<file path="src/hdl/assert_macros.svh">
// ----------------------------------------------------------------------------
// assert_macros.svh
// Concurrent assertion helpers shared by the interpolator modules.
// ----------------------------------------------------------------------------
`ifndef ASSERT_MACROS_SVH
`define ASSERT_MACROS_SVH

// property checked on every clock edge outside reset
`define XYSP_ASSERT(lbl, prop, msg) \
    lbl: assert property (@(posedge i_clk) disable iff (!i_rst_n) (prop)) else $error(msg);

// expression that must never be true outside reset
`define XYSP_NEVER(lbl, expr, msg) \
    lbl: assert property (@(posedge i_clk) disable iff (!i_rst_n) !(expr)) else $error(msg);

`endif

</file>
<file path="src/hdl/xysp_pkg.sv">
// ----------------------------------------------------------------------------
// xysp_pkg
// Widths, constants, segment job type and helpers of the polar interpolator.
// ----------------------------------------------------------------------------
package xysp_pkg;

    localparam int FRAC_BITS    = 8;
    localparam int ANG_BITS     = 20;
    localparam int CORDIC_ITERS = 24;
    localparam int PRESCALE_SH  = 30;
    localparam int MAX_STEPS    = 64;
    localparam int FIFO_DEPTH   = 2;

    localparam int XY_W   = 24;
    localparam int D_W    = XY_W + 1;
    localparam int Z_W    = 24;
    localparam int SL_W   = 16;
    localparam int R_W    = 24;
    localparam int A_W    = 32;
    localparam int N_W    = $clog2(MAX_STEPS + 1);
    localparam int LSQ_W  = 2 * D_W;
    localparam int LEN_W  = LSQ_W / 2;
    localparam int PSQ_W  = 2 * XY_W;
    localparam int PRD_W  = D_W + N_W + 1;
    localparam int QN_W   = PRD_W + 1;
    localparam int QD_W   = N_W + 1;
    localparam int CX_W   = 60;
    localparam int CZ_W   = 30;
    localparam int IT_W   = $clog2(CORDIC_ITERS + 1);
    localparam int RND_SH = ANG_BITS - FRAC_BITS;

    localparam logic [SL_W-1:0]          STEP_RST = SL_W'(1 << (FRAC_BITS - 1));
    localparam logic signed [CZ_W-1:0]   BASE_90  = CZ_W'(90 << ANG_BITS);
    localparam logic signed [CZ_W-1:0]   RND_HALF = CZ_W'(1 << (RND_SH - 1));
    localparam logic signed [A_W+1:0]    ANG_90   = (A_W+2)'(90 << FRAC_BITS);
    localparam logic signed [A_W+1:0]    ANG_360  = (A_W+2)'(360 << FRAC_BITS);

    typedef struct packed {
        logic signed [XY_W-1:0] px;
        logic signed [XY_W-1:0] py;
        logic signed [D_W-1:0]  dx;
        logic signed [D_W-1:0]  dy;
        logic [Z_W-1:0]         z;
        logic [N_W-1:0]         n;
    } t_job;

    // atan(2^-i) in units of 2^-20 degree
    function automatic logic signed [CZ_W-1:0] atan_lut(input logic [IT_W-1:0] i);
        logic signed [CZ_W-1:0] v;
        unique case (i)
            5'd0:  v = CZ_W'(47185920);
            5'd1:  v = CZ_W'(27855475);
            5'd2:  v = CZ_W'(14718068);
            5'd3:  v = CZ_W'(7471121);
            5'd4:  v = CZ_W'(3750058);
            5'd5:  v = CZ_W'(1876857);
            5'd6:  v = CZ_W'(938658);
            5'd7:  v = CZ_W'(469357);
            5'd8:  v = CZ_W'(234682);
            5'd9:  v = CZ_W'(117342);
            5'd10: v = CZ_W'(58671);
            5'd11: v = CZ_W'(29335);
            5'd12: v = CZ_W'(14668);
            5'd13: v = CZ_W'(7334);
            5'd14: v = CZ_W'(3667);
            5'd15: v = CZ_W'(1833);
            5'd16: v = CZ_W'(917);
            5'd17: v = CZ_W'(458);
            5'd18: v = CZ_W'(229);
            5'd19: v = CZ_W'(115);
            5'd20: v = CZ_W'(57);
            5'd21: v = CZ_W'(29);
            5'd22: v = CZ_W'(14);
            5'd23: v = CZ_W'(7);
            default: v = '0;
        endcase
        return v;
    endfunction

    function automatic logic signed [A_W-1:0] sat32(input logic signed [A_W+1:0] v);
        logic signed [A_W-1:0] r;
        if (v > (A_W+2)'(64'sh7fffffff)) begin
            r = {1'b0, {(A_W-1){1'b1}}};
        end else if (v < -(A_W+2)'(64'sh80000000)) begin
            r = {1'b1, {(A_W-1){1'b0}}};
        end else begin
            r = v[A_W-1:0];
        end
        return r;
    endfunction

endpackage

</file>
<file path="src/hdl/xysp_fifo.sv">
// ----------------------------------------------------------------------------
// xysp_fifo
// Short register queue of step jobs between front and back.
// ----------------------------------------------------------------------------
`include "assert_macros.svh"

module xysp_fifo
    import xysp_pkg::*;
(
    input  logic i_clk,
    input  logic i_rst_n,
    input  logic i_push,
    input  t_job i_job,
    output logic o_full,
    input  logic i_pop,
    output t_job o_job,
    output logic o_empty
);

    localparam int PTR_W = $clog2(FIFO_DEPTH);
    localparam int CNT_W = $clog2(FIFO_DEPTH + 1);

    t_job             r_mem [FIFO_DEPTH];
    logic [PTR_W-1:0] r_wp;
    logic [PTR_W-1:0] r_rp;
    logic [CNT_W-1:0] r_count;

    assign o_full  = (r_count == CNT_W'(FIFO_DEPTH));
    assign o_empty = (r_count == '0);
    assign o_job   = r_mem[r_rp];

    always_ff @(posedge i_clk) begin
        if (i_push) begin
            r_mem[r_wp] <= i_job;
        end
    end

    always_ff @(posedge i_clk) begin
        if (!i_rst_n) begin
            r_wp    <= '0;
            r_rp    <= '0;
            r_count <= '0;
        end else begin
            if (i_push) begin
                r_wp <= (r_wp == PTR_W'(FIFO_DEPTH - 1)) ? '0 : r_wp + 1'b1;
            end
            if (i_pop) begin
                r_rp <= (r_rp == PTR_W'(FIFO_DEPTH - 1)) ? '0 : r_rp + 1'b1;
            end
            r_count <= r_count + CNT_W'(i_push) - CNT_W'(i_pop);
        end
    end

    `XYSP_NEVER(a_no_overflow, i_push && o_full, "push into full job queue")
    `XYSP_NEVER(a_no_underflow, i_pop && o_empty, "pop from empty job queue")

endmodule

</file>
<file path="config.mk">
export PLATFORM = sky130hd
export DESIGN_NAME = xysp_fifo
export DESIGN_NICKNAME = d
export VERILOG_FILES = /design/src/hdl/xysp_pkg.sv /design/src/hdl/xysp_fifo.sv
export VERILOG_INCLUDE_DIRS = /design/src /design/src/hdl
export SDC_FILE = /design/constraint.sdc
export NUM_CORES = 1
export LEC_CHECK = 0
export ABC_AREA = 0
export ABC_CLOCK_PERIOD_IN_PS = 19250
export BUFFER_PORTS_ARGS = -buffer_cell sky130_fd_sc_hd__buf_2
export CORE_ASPECT_RATIO = 1.25
export CORE_UTILIZATION = 30
export CTS_CLUSTER_DIAMETER = 120
export DETAILED_ROUTE_END_ITERATION = 16
export HOLD_SLACK_MARGIN = 0.05
export PLACE_DENSITY = 0.62
export SYNTH_ARGS = -nofsm -noshare
export SYNTH_HDL_FRONTEND = slang
export SYNTH_SLANG_ARGS = --single-unit
</file>
<file path="constraint.sdc">
create_clock -name i_clk -period 19.25 [get_ports i_clk]
set_input_delay 0.9625 -clock i_clk [delete_from_list [all_inputs] [get_ports i_clk]]
set_output_delay 0.9625 -clock i_clk [all_outputs]
set_load 0.02 [all_outputs]
</file>
* Word-level counts from Yosys, hierarchy flattened
Memories as Yosys holds them, arrays and structs flattened. A register that Yosys moved wholly into a read port is not among the register bits.
Index checks and enable logic that the tools add are counted.
** Storage, ports and cells
- Output and inout port bits :: 131
- RAM bits :: 258
- Memories :: 1
- Flip-flop bits (word level) :: 4
** Memory list
- r_mem :: words 2, bits a word 129, read ports 1, clocked after memory_dff 1, wr ports 1, line xysp_fifo.sv:23 : t_job r_mem [FIFO_DEPTH];
** Cells by class
- Equality and inequality tests :: 1
- Reductions and logical operators :: 1
- Add/sub/neg operators :: 4
- Muxes and demuxes :: 6
** Operators by type and width (count)
- $mux 1 :: 6
- $add 1x1->1 const B :: 2
- $add 2x1->2 :: 1
- $eq 2x2->1 const B :: 1
- $logic_not 2->1 :: 1
- $sub 2x1->2 :: 1

* Depth between registers and ports, before layout
- Word-level depth :: 4
- Gate-level depth with buffers :: 6
- Gate-level depth less buffers :: 6

* Least setup slack after synthesis
No wires, ideal clock.
- Kind :: input to register
- From :: in i_push
- To :: mem r_mem[0][0] (netlist name) (enable)
- Required time :: 18.616 ns
- Slack :: 12.031 ns
- Setup time :: 0.634 ns
- Stages on the path :: 1
- Arrival time :: 6.584 ns
- Path through :: nor2b_1
** On the way
- Longest elaborated chain between the ends :: 2
** RTL lines
- from (decl) :: line xysp_fifo.sv:12 : input logic i_push,
- $mux 1 :: line xysp_fifo.sv:33 : if (i_push) begin
- $mux 1 (implied by the code) :: line xysp_fifo.sv:34 : r_mem[r_wp] <= i_job;
- to (decl) :: line xysp_fifo.sv:23
Every way passes these cells.

==> results.json <==
{
  "power_mw": 1.30,
  "cap_viol_max_count": 0,
  "drc": 0,
  "met2_usage": 0.195,
  "synth.distinct_cells": 13,
  "clock_sinks": 263,
  "worstPathRequired_ps": 18290,
  "chipWidth_um": 162,
  "coreArea_mm2": 0.0312,
  "syn_inst": 422,
  "holdWs_ps": 586,
  "root_buffer": "clkbuf_16",
  "rows": 72,
  "wirelength_um": 18900,
  "hp-start": "r_rp",
  "ys_warn_count": 0,
  "gp_congestion": 0.705,
  "clk_pin_slew_worst_paths_ps": 60,
  "via_per_inst": 4.26,
  "grt_use_total": 0.113,
  "r2r_cells": 2,
  "p_leak_nw": 4.46,
  "syn-num-nets": 557,
  "critPathArrivalTime_ps": 2920,
  "cp_max_fo": 65,
  "clk_latency_ps": 530,
  "slew_headroom": 0.370,
  "fmax_mhz": 258,
  "top_usage_layer": "met2",
  "period_share": 0.202,
  "final_common_cell": "buf_2",
  "nFillCells": 2943,
  "peakVddDrop_mv": 0.0789,
  "drtIter0Drc": 188,
  "grt_use_met3": 0.0402,
  "grt_pass1_vias": 5150,
  "crit_chain": "buf_4, mux2_2, buf_2",
  "wl_per_cell_um": 16.7,
  "synth_seq_cells": 263,
  "slowest_stage": "dfxtp_4",
  "maxSlewViolCount": 0,
  "postCtsHoldBufs": 0,
  "numCtsBuffers": 27,
  "htreeDepth": 1,
  "hold_viol_final": 0,
  "ios": 264,
  "die_area_mm2": 0.0326,
  "path_class": "register to primary output",
  "cellPowerDensity_mw_per_mm2": 107,
  "hold_path_class": "register to register",
  "utilization": 0.388,
  "die_h_um": 202,
  "final_cell_mix": "263 x buf_2, 258 x edfxtp_1, 129 x mux2_2",
  "crit_path_end_kind": "primary output",
  "grt.overflow.total": 0,
  "grt_use_met1": 0.122,
  "fin_skew_ps": 8.35,
  "io_buffers": 263,
  "worst_path_largest_cell_delay_ps": 930,
  "final_antenna_net_count": 0,
  "drive_gt1_frac": 0.603,
  "postCtsResizedCells": 0,
  "r2r_end": "r_mem[1][27]",
  "cts_tree": "built",
  "hpwl_um": 12300,
  "grt_first_pass_wirelength_um": 28200,
  "r2r_slack_ps": 16780,
  "avgSynthCellArea_um2": 22.7,
  "syn_to_final_growth_pct": 26.4,
  "cts_buffer_depth": 3,
  "vias": 4818,
  "outcome": "completed",
  "reg2reg_from": "r_wp",
  "finalCriticalPeriod_ps": 3880,
  "antenna_found_initial": 5,
  "fin_nets": 839,
  "startpoint_type": "register",
  "grt_max_degree": 67,
  "ys_seq_area_frac": 0.819,
  "drtPass1Iterations": 4,
  "setup_tns_ps": 0,
  "final-setup-viol-count": 0,
  "whs_path_depth": 2,
  "post_cts_buffers": 0,
  "synthesis.area_mm2": 0.00958,
  "start_util": 0.307,
  "tightest_slew_ps": 945,
  "rsz0062_at_grt": "no"
}
[per-stage QoR]
step	instances	setup slack, ps	area [um2]
6_report	1132	15370	12100
5_1_grt	1129	15140	12100
2_1_floorplan	422	12030	9580
4_1_cts	1127	15210	12100
3_5_place_dp	1082	15790	11300
3_3_place_gp	1082	15790	11300
[worst max-delay path: cells and delay by family, from the launching register on]
family / cells / cell delay, ps
buffers and inverters: 2 / 1010
DFF: 1 / 930
muxes: 1 / 450
[logic make-up (layout without fill, tap and decap cells)]
group,count (synthesis),after routing,synth area share
flip-flops,263,263,0.819
multiplexers,129,129,0.152
buffers and inverters,16,314,0.0166
AND/OR/NAND/NOR,9,9,0.00562
adder cells (fa/ha/maj),2,2,0.00261
XOR/XNOR,2,2,0.00327
AO/OA/AOI/OAI,1,1,0.000784
other,0,5,0
[sequential cells by signal, indices dropped and copies added, names as in the netlist, named ones only]
signal / flops
r_count: 2
r_mem: 258
r_rp: 1
r_wp: 1
[final cells by class]
cell class                      instances  area [um2]  area share
Clock inverter                          9        68.8     0.00568
Inverter                                2        7.51    0.000620
Timing Repair Buffer                  267        1350       0.111
Tap cell                              407         509      0.0421
Sequential cell                       263        7850       0.649
Multi-Input combinational cell        143        1580       0.131
Clock buffer                           36         729      0.0603
Antenna cell                            5        12.5     0.00103
[worst max-delay path by stage]
stage,start,cells past startpoint,slack (ps),to
after detailed placement,register,3,15790,o_job[53]
after CTS,register,3,15210,o_job[53]
after floorplan,i_push,1,12030,r_mem[0][0]
final,register,3,15370,o_job[49]
after global routing,register,3,15140,o_job[53]
after global placement,register,3,15790,o_job[53]
[Yosys cell counts, drive strengths merged]
| cell type | instances | area [um2] |
|---|---|---|
| edfxtp | 258 | 7750 |
| mux2 | 129 | 1450 |
| buf | 14 | 151 |
| dfxtp | 5 | 100 |
| and2 | 4 | 25.0 |
| nor2b | 4 | 25.0 |
| ha | 2 | 25.0 |
| inv | 2 | 7.51 |
| nor2 | 1 | 3.75 |
| o21a | 1 | 7.51 |
| xnor3 | 1 | 22.5 |
| xor2 | 1 | 8.76 |
[per-layer routing]
| layer | up-vias | part of all wire |
|---|---|---|
| li1 | 2250 | - |
| met1 | 2348 | 0.38 |
| met2 | 176 | 0.50 |
| met5 | - | 0 |
| met4 | 0 | 0.034 |
| met3 | 44 | 0.089 |
[report_power, final]
part           internal, mW  switching, mW
Clock                 0.276          0.200
Sequential            0.663         0.0124
Combinational        0.0606         0.0842
No activity file was read; power rests on OpenSTA's default activity.
