==> config.mk <==
export PLATFORM = sky130hd
export DESIGN_NAME = xysp_front
export DESIGN_NICKNAME = d
export VERILOG_FILES = /design/src/hdl/xysp_pkg.sv /design/src/hdl/xysp_isqrt.sv /design/src/hdl/xysp_udiv.sv /design/src/hdl/xysp_front.sv
export VERILOG_INCLUDE_DIRS = /design/src /design/src/hdl
export SDC_FILE = /design/constraint.sdc
export NUM_CORES = 2
export LEC_CHECK = 0
export BUFFER_PORTS_ARGS = -buffer_cell sky130_fd_sc_hd__buf_4
export CORE_MARGIN = 2
export CORE_UTILIZATION = 35
export CTS_CLUSTER_DIAMETER = 30
export DETAILED_ROUTE_END_ITERATION = 10
export PLACE_DENSITY = 0.5
export SYNTH_ARGS = -nofsm -noshare
export SYNTH_HDL_FRONTEND = slang
export SYNTH_HIERARCHICAL = 1
export SYNTH_SLANG_ARGS = --single-unit
==> constraint.sdc <==
create_clock -name i_clk -period 12 [get_ports i_clk]
set_clock_uncertainty 0.05 [all_clocks]
set_input_delay 1.2 -clock i_clk [delete_from_list [all_inputs] [get_ports i_clk]]
set_output_delay 1.2 -clock i_clk [all_outputs]
set_load 0.01 [all_outputs]
==> src/hdl/assert_macros.svh <==
// ----------------------------------------------------------------------------
// assert_macros.svh
// Concurrent assertion helpers shared by the interpolator modules.
// ----------------------------------------------------------------------------
`ifndef ASSERT_MACROS_SVH
`define ASSERT_MACROS_SVH

// property checked on every clock edge outside reset
`define XYSP_ASSERT(lbl, prop, msg) \
    lbl: assert property (@(posedge i_clk) disable iff (!i_rst_n) (prop)) else $error(msg);

// expression that must never be true outside reset
`define XYSP_NEVER(lbl, expr, msg) \
    lbl: assert property (@(posedge i_clk) disable iff (!i_rst_n) !(expr)) else $error(msg);

`endif

==> src/hdl/xysp_pkg.sv <==
// ----------------------------------------------------------------------------
// xysp_pkg
// Widths, constants, segment job type and helpers of the polar interpolator.
// ----------------------------------------------------------------------------
package xysp_pkg;

    localparam int FRAC_BITS    = 8;
    localparam int ANG_BITS     = 20;
    localparam int CORDIC_ITERS = 24;
    localparam int PRESCALE_SH  = 30;
    localparam int MAX_STEPS    = 64;
    localparam int FIFO_DEPTH   = 2;

    localparam int XY_W   = 24;
    localparam int D_W    = XY_W + 1;
    localparam int Z_W    = 24;
    localparam int SL_W   = 16;
    localparam int R_W    = 24;
    localparam int A_W    = 32;
    localparam int N_W    = $clog2(MAX_STEPS + 1);
    localparam int LSQ_W  = 2 * D_W;
    localparam int LEN_W  = LSQ_W / 2;
    localparam int PSQ_W  = 2 * XY_W;
    localparam int PRD_W  = D_W + N_W + 1;
    localparam int QN_W   = PRD_W + 1;
    localparam int QD_W   = N_W + 1;
    localparam int CX_W   = 60;
    localparam int CZ_W   = 30;
    localparam int IT_W   = $clog2(CORDIC_ITERS + 1);
    localparam int RND_SH = ANG_BITS - FRAC_BITS;

    localparam logic [SL_W-1:0]          STEP_RST = SL_W'(1 << (FRAC_BITS - 1));
    localparam logic signed [CZ_W-1:0]   BASE_90  = CZ_W'(90 << ANG_BITS);
    localparam logic signed [CZ_W-1:0]   RND_HALF = CZ_W'(1 << (RND_SH - 1));
    localparam logic signed [A_W+1:0]    ANG_90   = (A_W+2)'(90 << FRAC_BITS);
    localparam logic signed [A_W+1:0]    ANG_360  = (A_W+2)'(360 << FRAC_BITS);

    typedef struct packed {
        logic signed [XY_W-1:0] px;
        logic signed [XY_W-1:0] py;
        logic signed [D_W-1:0]  dx;
        logic signed [D_W-1:0]  dy;
        logic [Z_W-1:0]         z;
        logic [N_W-1:0]         n;
    } t_job;

    // atan(2^-i) in units of 2^-20 degree
    function automatic logic signed [CZ_W-1:0] atan_lut(input logic [IT_W-1:0] i);
        logic signed [CZ_W-1:0] v;
        unique case (i)
            5'd0:  v = CZ_W'(47185920);
            5'd1:  v = CZ_W'(27855475);
            5'd2:  v = CZ_W'(14718068);
            5'd3:  v = CZ_W'(7471121);
            5'd4:  v = CZ_W'(3750058);
            5'd5:  v = CZ_W'(1876857);
            5'd6:  v = CZ_W'(938658);
            5'd7:  v = CZ_W'(469357);
            5'd8:  v = CZ_W'(234682);
            5'd9:  v = CZ_W'(117342);
            5'd10: v = CZ_W'(58671);
            5'd11: v = CZ_W'(29335);
            5'd12: v = CZ_W'(14668);
            5'd13: v = CZ_W'(7334);
            5'd14: v = CZ_W'(3667);
            5'd15: v = CZ_W'(1833);
            5'd16: v = CZ_W'(917);
            5'd17: v = CZ_W'(458);
            5'd18: v = CZ_W'(229);
            5'd19: v = CZ_W'(115);
            5'd20: v = CZ_W'(57);
            5'd21: v = CZ_W'(29);
            5'd22: v = CZ_W'(14);
            5'd23: v = CZ_W'(7);
            default: v = '0;
        endcase
        return v;
    endfunction

    function automatic logic signed [A_W-1:0] sat32(input logic signed [A_W+1:0] v);
        logic signed [A_W-1:0] r;
        if (v > (A_W+2)'(64'sh7fffffff)) begin
            r = {1'b0, {(A_W-1){1'b1}}};
        end else if (v < -(A_W+2)'(64'sh80000000)) begin
            r = {1'b1, {(A_W-1){1'b0}}};
        end else begin
            r = v[A_W-1:0];
        end
        return r;
    endfunction

endpackage

==> src/hdl/xysp_isqrt.sv <==
// ----------------------------------------------------------------------------
// xysp_isqrt
// Iterative integer square root, one result bit per cycle.
// ----------------------------------------------------------------------------
module xysp_isqrt #(
    parameter int W = 50
) (
    input  logic           i_clk,
    input  logic           i_rst_n,
    input  logic           i_start,
    input  logic [W-1:0]   i_value,
    output logic           o_done,
    output logic [W/2-1:0] o_root
);

    localparam int CNT_W = $clog2(W / 2 + 1);

    logic [W-1:0]     r_v;
    logic [W-1:0]     r_res;
    logic [W-1:0]     r_bit;
    logic [CNT_W-1:0] r_cnt;
    logic             r_done;
    logic [W-1:0]     w_trial;

    assign w_trial = r_res + r_bit;

    always_ff @(posedge i_clk) begin
        if (!i_rst_n) begin
            r_cnt  <= '0;
            r_done <= 1'b0;
        end else begin
            if (i_start) begin
                r_v    <= i_value;
                r_res  <= '0;
                r_bit  <= W'(1) << (W - 2);
                r_cnt  <= CNT_W'(W / 2);
                r_done <= 1'b0;
            end else if (r_cnt != '0) begin
                if (r_v >= w_trial) begin
                    r_v   <= r_v - w_trial;
                    r_res <= (r_res >> 1) + r_bit;
                end else begin
                    r_res <= r_res >> 1;
                end
                r_bit  <= r_bit >> 2;
                r_cnt  <= r_cnt - 1'b1;
                r_done <= (r_cnt == CNT_W'(1));
            end else begin
                r_done <= 1'b0;
            end
        end
    end

    assign o_done = r_done;
    assign o_root = r_res[W/2-1:0];

endmodule

==> src/hdl/xysp_udiv.sv <==
// ----------------------------------------------------------------------------
// xysp_udiv
// Restoring unsigned divider, one quotient bit per cycle.
// ----------------------------------------------------------------------------
module xysp_udiv #(
    parameter int NW = 25,
    parameter int DW = 16
) (
    input  logic          i_clk,
    input  logic          i_rst_n,
    input  logic          i_start,
    input  logic [NW-1:0] i_num,
    input  logic [DW-1:0] i_den,
    output logic          o_done,
    output logic [NW-1:0] o_quot
);

    localparam int CNT_W = $clog2(NW + 1);

    logic [NW-1:0]    r_num;
    logic [DW-1:0]    r_rem;
    logic [DW-1:0]    r_den;
    logic [CNT_W-1:0] r_cnt;
    logic             r_done;
    logic [DW:0]      w_shift;
    logic             w_ge;

    assign w_shift = {r_rem, r_num[NW-1]};
    assign w_ge    = (w_shift >= {1'b0, r_den});

    always_ff @(posedge i_clk) begin
        if (!i_rst_n) begin
            r_cnt  <= '0;
            r_done <= 1'b0;
        end else begin
            if (i_start) begin
                r_num  <= i_num;
                r_den  <= i_den;
                r_rem  <= '0;
                r_cnt  <= CNT_W'(NW);
                r_done <= 1'b0;
            end else if (r_cnt != '0) begin
                r_rem  <= w_ge ? DW'(w_shift - {1'b0, r_den}) : w_shift[DW-1:0];
                r_num  <= {r_num[NW-2:0], w_ge};
                r_cnt  <= r_cnt - 1'b1;
                r_done <= (r_cnt == CNT_W'(1));
            end else begin
                r_done <= 1'b0;
            end
        end
    end

    assign o_done = r_done;
    assign o_quot = r_num;

endmodule

==> src/hdl/xysp_front.sv <==
// ----------------------------------------------------------------------------
// xysp_front
// Takes target points, measures the segment and queues a step job.
// ----------------------------------------------------------------------------
`include "assert_macros.svh"

module xysp_front
    import xysp_pkg::*;
(
    input  logic                   i_clk,
    input  logic                   i_rst_n,
    input  logic                   i_cfg_we,
    input  logic [SL_W-1:0]        i_cfg_wdata,
    input  logic                   i_in_valid,
    output logic                   o_in_stall,
    input  logic signed [XY_W-1:0] i_target_x,
    input  logic signed [XY_W-1:0] i_target_y,
    input  logic signed [Z_W-1:0]  i_z_value,
    output logic                   o_push,
    output t_job                   o_job,
    input  logic                   i_full
);

    typedef enum logic [2:0] {F_IDLE, F_SQ, F_SUM, F_SQRT, F_DIV, F_PUSH} t_fstate;

    t_fstate                 r_state;
    logic [SL_W-1:0]         r_step_len;
    logic                    r_have_prev;
    logic signed [XY_W-1:0]  r_prev_x;
    logic signed [XY_W-1:0]  r_prev_y;
    t_job                    r_job;
    logic [LSQ_W-1:0]        r_sqx;
    logic [LSQ_W-1:0]        r_sqy;

    logic                    w_accept;
    logic signed [LSQ_W-1:0] w_sqx;
    logic signed [LSQ_W-1:0] w_sqy;
    logic                    w_sqrt_done;
    logic [LEN_W-1:0]        w_len;
    logic                    w_div_start;
    logic [SL_W-1:0]         w_den;
    logic                    w_div_done;
    logic [LEN_W-1:0]        w_quot;
    logic [N_W-1:0]          w_n;

    assign o_in_stall  = (r_state != F_IDLE);
    assign w_accept    = i_in_valid && !o_in_stall;
    assign w_sqx       = r_job.dx * r_job.dx;
    assign w_sqy       = r_job.dy * r_job.dy;
    assign w_div_start = (r_state == F_SQRT) && w_sqrt_done;
    assign w_den       = (r_step_len == '0) ? SL_W'(1) : r_step_len;
    assign w_n         = (w_quot > LEN_W'(MAX_STEPS)) ? N_W'(MAX_STEPS) : w_quot[N_W-1:0];

    xysp_isqrt #(.W(LSQ_W)) u_len_sqrt (
        .i_clk   (i_clk),
        .i_rst_n (i_rst_n),
        .i_start (r_state == F_SUM),
        .i_value (r_sqx + r_sqy),
        .o_done  (w_sqrt_done),
        .o_root  (w_len)
    );

    xysp_udiv #(.NW(LEN_W), .DW(SL_W)) u_step_div (
        .i_clk   (i_clk),
        .i_rst_n (i_rst_n),
        .i_start (w_div_start),
        .i_num   (w_len),
        .i_den   (w_den),
        .o_done  (w_div_done),
        .o_quot  (w_quot)
    );

    always_ff @(posedge i_clk) begin
        if (!i_rst_n) begin
            r_state     <= F_IDLE;
            r_step_len  <= STEP_RST;
            r_have_prev <= 1'b0;
            r_prev_x    <= '0;
            r_prev_y    <= '0;
        end else begin
            if (i_cfg_we) begin
                r_step_len <= i_cfg_wdata;
            end
            unique case (r_state)
                F_IDLE: begin
                    if (w_accept) begin
                        r_prev_x    <= i_target_x;
                        r_prev_y    <= i_target_y;
                        r_have_prev <= 1'b1;
                        r_job.px    <= r_prev_x;
                        r_job.py    <= r_prev_y;
                        r_job.dx    <= D_W'(i_target_x) - D_W'(r_prev_x);
                        r_job.dy    <= D_W'(i_target_y) - D_W'(r_prev_y);
                        r_job.z     <= i_z_value;
                        if (r_have_prev) begin
                            r_state <= F_SQ;
                        end
                    end
                end
                F_SQ: begin
                    r_sqx   <= unsigned'(w_sqx);
                    r_sqy   <= unsigned'(w_sqy);
                    r_state <= F_SUM;
                end
                F_SUM: begin
                    r_state <= F_SQRT;
                end
                F_SQRT: begin
                    if (w_sqrt_done) begin
                        r_state <= F_DIV;
                    end
                end
                F_DIV: begin
                    if (w_div_done) begin
                        r_job.n <= w_n;
                        r_state <= (w_n == '0) ? F_IDLE : F_PUSH;
                    end
                end
                F_PUSH: begin
                    if (!i_full) begin
                        r_state <= F_IDLE;
                    end
                end
                default: r_state <= F_IDLE;
            endcase
        end
    end

    assign o_push = (r_state == F_PUSH) && !i_full;
    assign o_job  = r_job;

    `XYSP_ASSERT(a_push_nonzero, o_push |-> (o_job.n != '0), "job with zero steps queued")

endmodule

* After elaboration in Yosys (flattened, before gate mapping) *
Index checks and enable logic that the tools add are counted.

storage, ports and cells
  bits of input ports = 93
  bits in registers = 491
  memories = 0
  memory bits (writable) = 0
  memory bits (read-only) = 0
  logic and storage cells = 103
  latch bits = 0
  output and inout port bits = 131

cells by class
  bitwise gates (word level) = 3
  reductions and logical operators = 27
  shifts and indexed selects = 0
  order comparisons = 3
  equal/unequal tests = 12
  mux-type cells = 22
  $mul = 2
  add/subtract/negate cells = 9
  divide/modulo/power cells = 0

operators with widths
  operator               count
  $mux W50               5
  $mul A25 B25 Y50       2
  $add A49 B49 Y50       1
  $add A50 B49 Y50       1
  $add A50 B50 Y50       1
  $ge A50 B50 Y1         1
  $mux W25               2
  $sub A24 B24 Y25       2
  $sub A50 B50 Y50       1
  $mux W49               1
  $mux W16               2
  $gt A25 B7 Y1 const B  1
  $mux W5                4
  $mux W3                6
  $pmux W3 S6            1
  $ge A17 B16 Y1         1
  $logic_not A16 Y1      1
  $sub A16 B16 Y16       1
  $eq A5 B1 Y1 const B   2
  $reduce_and A2 Y1      5
  $reduce_bool A5 Y1     2
  $sub A5 B1 Y5 const B  2
  $reduce_and A3 Y1      3
  $logic_not A7 Y1       1
  other kinds (15)       29

* Logic depth before layout (Yosys ltp) *
  word-level depth = 6
  depth in mapped cells = 29

* Modules after synthesis *
Netlist, hierarchy kept.

modules (own cells, without submodules)
  module      area each (sq um)  times used  cells each
  xysp_front  55132.9            1           5513
  xysp_isqrt  12071.6            1           1385
  xysp_udiv   3692.3             1           326

* Worst setup path after synthesis *
No wires, ideal clock.

  path kind = reg2reg
  from = register u_len_sqrt.r_res[2]
  to = register u_len_sqrt.r_v[0], enable pin
  path buffers = 3
  setup slack = 3578 ps
  data arrival time = 7838 ps
  period minus slack after synthesis = 8422 ps
  stages on the path, launching flop included = 23
  required time = 11416 ps
  setup time = 534 ps
  path through = edfxtp_1 -> ha_1 -> a31oi_1 -> o21bai_1 -> a31oi_1 -> o21ai_1 -> a211oi_2 -> nor2_1 -> a31o_2 -> a31oi_1 -> xor2_1 -> ha_1 -> buf_2 -> nand4_1 -> nor3_1 -> nand2_1 -> o31ai_2 -> nor2_1 -> o31a_4 -> and2_4 -> buf_4 -> buf_4 -> a21boi_0

between the ends
  longest elaborated chain between the ends = 4

RTL lines
  element                       RTL line          RTL
  start: declaration            xysp_isqrt.sv:19  logic [W-1:0] r_res;
  start signal: assignment      xysp_isqrt.sv:41  r_res <= (r_res >> 1) + r_bit;
  start signal: assignment      xysp_isqrt.sv:43  r_res <= r_res >> 1;
  $add A50 B49 Y50              xysp_isqrt.sv:25  assign w_trial = r_res + r_bit;
  $ge A50 B50 Y1                xysp_isqrt.sv:39  if (r_v >= w_trial) begin
  $reduce_bool A2 Y1 (no line)  n/a
  $reduce_and A3 Y1 (no line)   n/a
  end signal: assignment        xysp_isqrt.sv:33  r_v <= i_value;
  end signal: assignment        xysp_isqrt.sv:40  r_v <= r_v - w_trial;
  end: declaration              xysp_isqrt.sv:18  logic [W-1:0] r_v;

Every way passes these cells.
A chain may end at the register's enable or synchronous reset.

* Worst setup path after layout *
  from = register r_job (netlist bit o_job[36])
  to = register r_sqy[46], data pin

between the ends
  longest elaborated chain between the ends = 1

RTL lines
  element                 RTL line           RTL
  start: declaration      xysp_front.sv:31   t_job r_job;
  $mul A25 B25 Y50        xysp_front.sv:49   assign w_sqy = r_job.dy * r_job.dy;
  named net w_sqy[46]     xysp_front.sv:37   logic signed [LSQ_W-1:0] w_sqy;
  end signal: assignment  xysp_front.sv:102  r_sqy <= unsigned'(w_sqy);
  end: declaration        xysp_front.sv:33   logic [LSQ_W-1:0] r_sqy;

The timed path passes the listed nets, and every way through them passes these cells.

==> impl_metrics.tcl <==
set metrics [dict create \
    syn_area_per_cell_um2 9.814 \
    cts_resized 0 \
    yosys-top-cells-area "fa_1, edfxtp_1, ha_1, inv_1, nand2_1" \
    ant_nets 0 \
    critical_path.max_fanout 16 \
    drt_wl_total_um 194800 \
    fp.coreArea_um2 201700 \
    netlist_area_um2 70900 \
    cts_buffer_depth 3 \
    die-area_um2 206200 \
    report.final.slew_viol_count 0 \
    fp-row-count 165 \
    hold_buffers 0 \
    routed_via_density 4.926 \
    dr.pass1.iters 5 \
    post-cts-setup-buffers 0 \
    grt_pass1_vias 54540 \
    max-cap-violations 0 \
    hold_end "o_job[110]" \
    post-route-period-util_pct 70.66 \
    nNetsFinal 9223 \
    ys_warn_count 6 \
    gr-total-overflow 0 \
    clock_sinks 489 \
    worstSkewPairLatency_ns 0.76 \
    max_freq_ghz 0.1179 \
    crit_top_cell "inv_1" \
    drt_iter0_drc 2686 \
    ys.flop_type "edfxtp_1" \
    r2r-start "o_job[36]" \
    dr_total_vias 50100 \
    pin_count 224 \
    grt_use_total_pct 19.31 \
    multi_input_area_um2 50190 \
    rsz0062_at_grt "false" \
    yosys.area.top_type_share_pct 34.39 \
    cts-root-buf "clkbuf_16" \
    cp_data_required_time_ns 12.45 \
    die_h_um 454.1 \
    clkTransAtPathRegs_ns 0.04 \
    synth_edf_count 409 \
    syn_nets 9060 \
    yosysMostFrequentCell "inv_1" \
    hold_viol_final 0 \
    cp_slowest_cell "edfxtp_1" \
    synth_cell_type_count 114 \
    cts_tree "done" \
    fin_crit_ns 8.479 \
    grt_start_max_net_pins 98 \
    relSlewSlack_pct 31.72 \
    drive_gt1_share_pct 8.401 \
    cpPeakStageDelay_ns 0.75 \
    hold_depth 0 \
    run_status "finished, final reports clean" \
    crit_path_end_kind "flop" \
    setup-tns-final_ns 0 \
    yosys.area.top_type "fa_1" \
    r2r_end "r_sqy[46]" \
    worst-setup-path-type "reg2reg" \
    grt_pass1_wl_um 310500 \
    areaGrowthSynthToFinish_pct 12.71 \
    drc 0 \
    setup_viol 0 \
    cts-buffers-inserted 133 \
    seqCellArea_um2 13880 \
    fillers 19930 \
    initial_core_util_pct 35.15 \
    wl_per_cell_um 19.15 \
    r2r_slack_ns 3.52 \
    cp-start-kind "flop" \
    hold_path.startpoint "r_prev_x[5]" \
    syn_inst 7224 \
    antenna_found_initial 7 \
    hold_class "reg2reg" \
    die_w_um 454.1 \
    rr_worst_depth 28 \
    cp.arrival_ns 8.93 \
    yosys-top-cells-count "inv_1, fa_1, nand2_1, ha_1, edfxtp_1" \
    worst_pin_slew_ns 1.024 \
    gp_congestion 0.8684 \
    synthArstFlopShare_pct 0 \
    htree_levels 4 \
    numPortBuffers 223 \
    seq_area_frac_synth_pct 19.58 \
    ys_ff_latch 489 \
    dpl.hpwl_um 155100 \
]
## state kept, by name (all words and copies together) (netlist names)
| signal | cells |
|---|---|
| u_len_sqrt/r_res | 50 |
| r_sqy | 49 |
| u_len_sqrt/r_bit | 25 |
| u_len_sqrt/o_done | 1 |
| u_step_div/r_den | 16 |
| u_len_sqrt/r_cnt | 5 |
| r_prev_x | 24 |
| r_prev_y | 24 |
| u_step_div/r_cnt | 5 |
| o_job | 129 |
| u_step_div/o_done | 1 |
| u_step_div/o_quot | 25 |
| u_step_div/r_rem | 16 |
| u_len_sqrt/r_v | 50 |
| r_sqx | 49 |
| r_state | 3 |
| r_have_prev | 1 |
| r_step_len | 16 |
## layer usage
layer | part of all wire (%) | up-vias | global-route usage [%]
li1 | - | 23410 | -
met1 | 44 | 25370 | 25.64
met2 | 49 | 1088 | 33.08
met3 | 4.7 | 237 | 3.125
met4 | 1.9 | 0 | 4.148
met5 | 0 | - | 0
## through the flow
stage | setup WS, ns | utilization [%] | instances | area (µm²) | hold WS [ns]
2_1_floorplan | 3.578 | - | 7224 | 70900 | 0.3791
3_3_place_gp | 3.608 | 37.34 | 9924 | 75320 | 0.3895
3_5_place_dp | 3.550 | 37.34 | 9924 | 75320 | 0.3927
4_1_cts | 3.511 | 39.62 | 10170 | 79910 | 0.4016
5_1_grt | 3.123 | 39.62 | 10170 | 79910 | 0.4202
6_report | 3.521 | 39.62 | 10170 | 79910 | 0.4039
## worst max-delay path by stage
stage / depth (start not counted) / endpoint / slack (ns) / from
global route: 28 / r_sqy[46] / 3.12 / o_job[36]
floorplan: 22 / u_len_sqrt/r_v[0] / 3.58 / u_len_sqrt/r_res[2]
detailed placement: 28 / r_sqy[46] / 3.55 / o_job[36]
finish: 28 / r_sqy[46] / 3.52 / o_job[36]
global placement: 28 / r_sqy[46] / 3.61 / o_job[36]
CTS: 28 / r_sqy[46] / 3.51 / o_job[36]
## area by class of cell
type                       count  share of cell area, %
multi-input combinational   4949                  62.81
sequential                   489                  17.37
inverter                    1522                  7.149
clock buffer                 158                  4.409
tap                         2672                  4.184
timing repair buffer         292                  2.743
clock inverter                89                  1.331
antenna                        1               0.003132
## cells by family (layout without fill, tap and decap cells)
| family | Yosys count | in the layout | synth area share, % |
|---|---|---|---|
| other cells | 0 | 1 | 0 |
| buf+inv | 1786 | 2061 | 9.691 |
| simple gates | 1691 | 1691 | 11.58 |
| mux | 57 | 57 | 0.8665 |
| xor+xnor | 333 | 333 | 4.124 |
| compound gates | 1125 | 1125 | 10.50 |
| flops | 489 | 489 | 19.58 |
| fa+ha+maj | 1743 | 1743 | 43.66 |
## critical path, delay by kind of cell (launching register included)
family                     cells  cell delay, ns
AOI/OAI and AO/OA              6            1.78
xor gates and xnor gates       1            0.14
adders and majority gates      8            3.88
buffers and inverters          9            0.83
DFF                            1            0.75
and+or+nand+nor                4            0.79
## layout by cell type, fill, tap and decap left out, types with 30 or more instances in the layout
cell type	netlist	layout
o21ai_1	30	30
mux2_2	31	31
buf_4	30	292
fa_1	1218	1218
a211oi_1	46	46
nand2b_1	48	48
o21a_1	43	42
and3_1	39	37
a21boi_0	65	63
o21ai_0	201	201
nor3_1	60	60
edfxtp_1	409	409
nor2b_1	118	118
a21o_1	145	145
xnor2_1	207	207
and2_1	244	242
a31oi_1	67	67
nand3_1	80	80
nand4_1	44	44
inv_1	1518	1518
nand2_1	699	698
xor2_1	125	125
clkbuf_16	0	134
nor2_1	249	249
o21bai_1	42	42
ha_1	525	525
dfxtp_1	80	80
a21oi_1	281	281
Power is left out: the tool's default activity adds up to more than one toggle a clock period on the data nets, which glitch-free logic cannot reach.
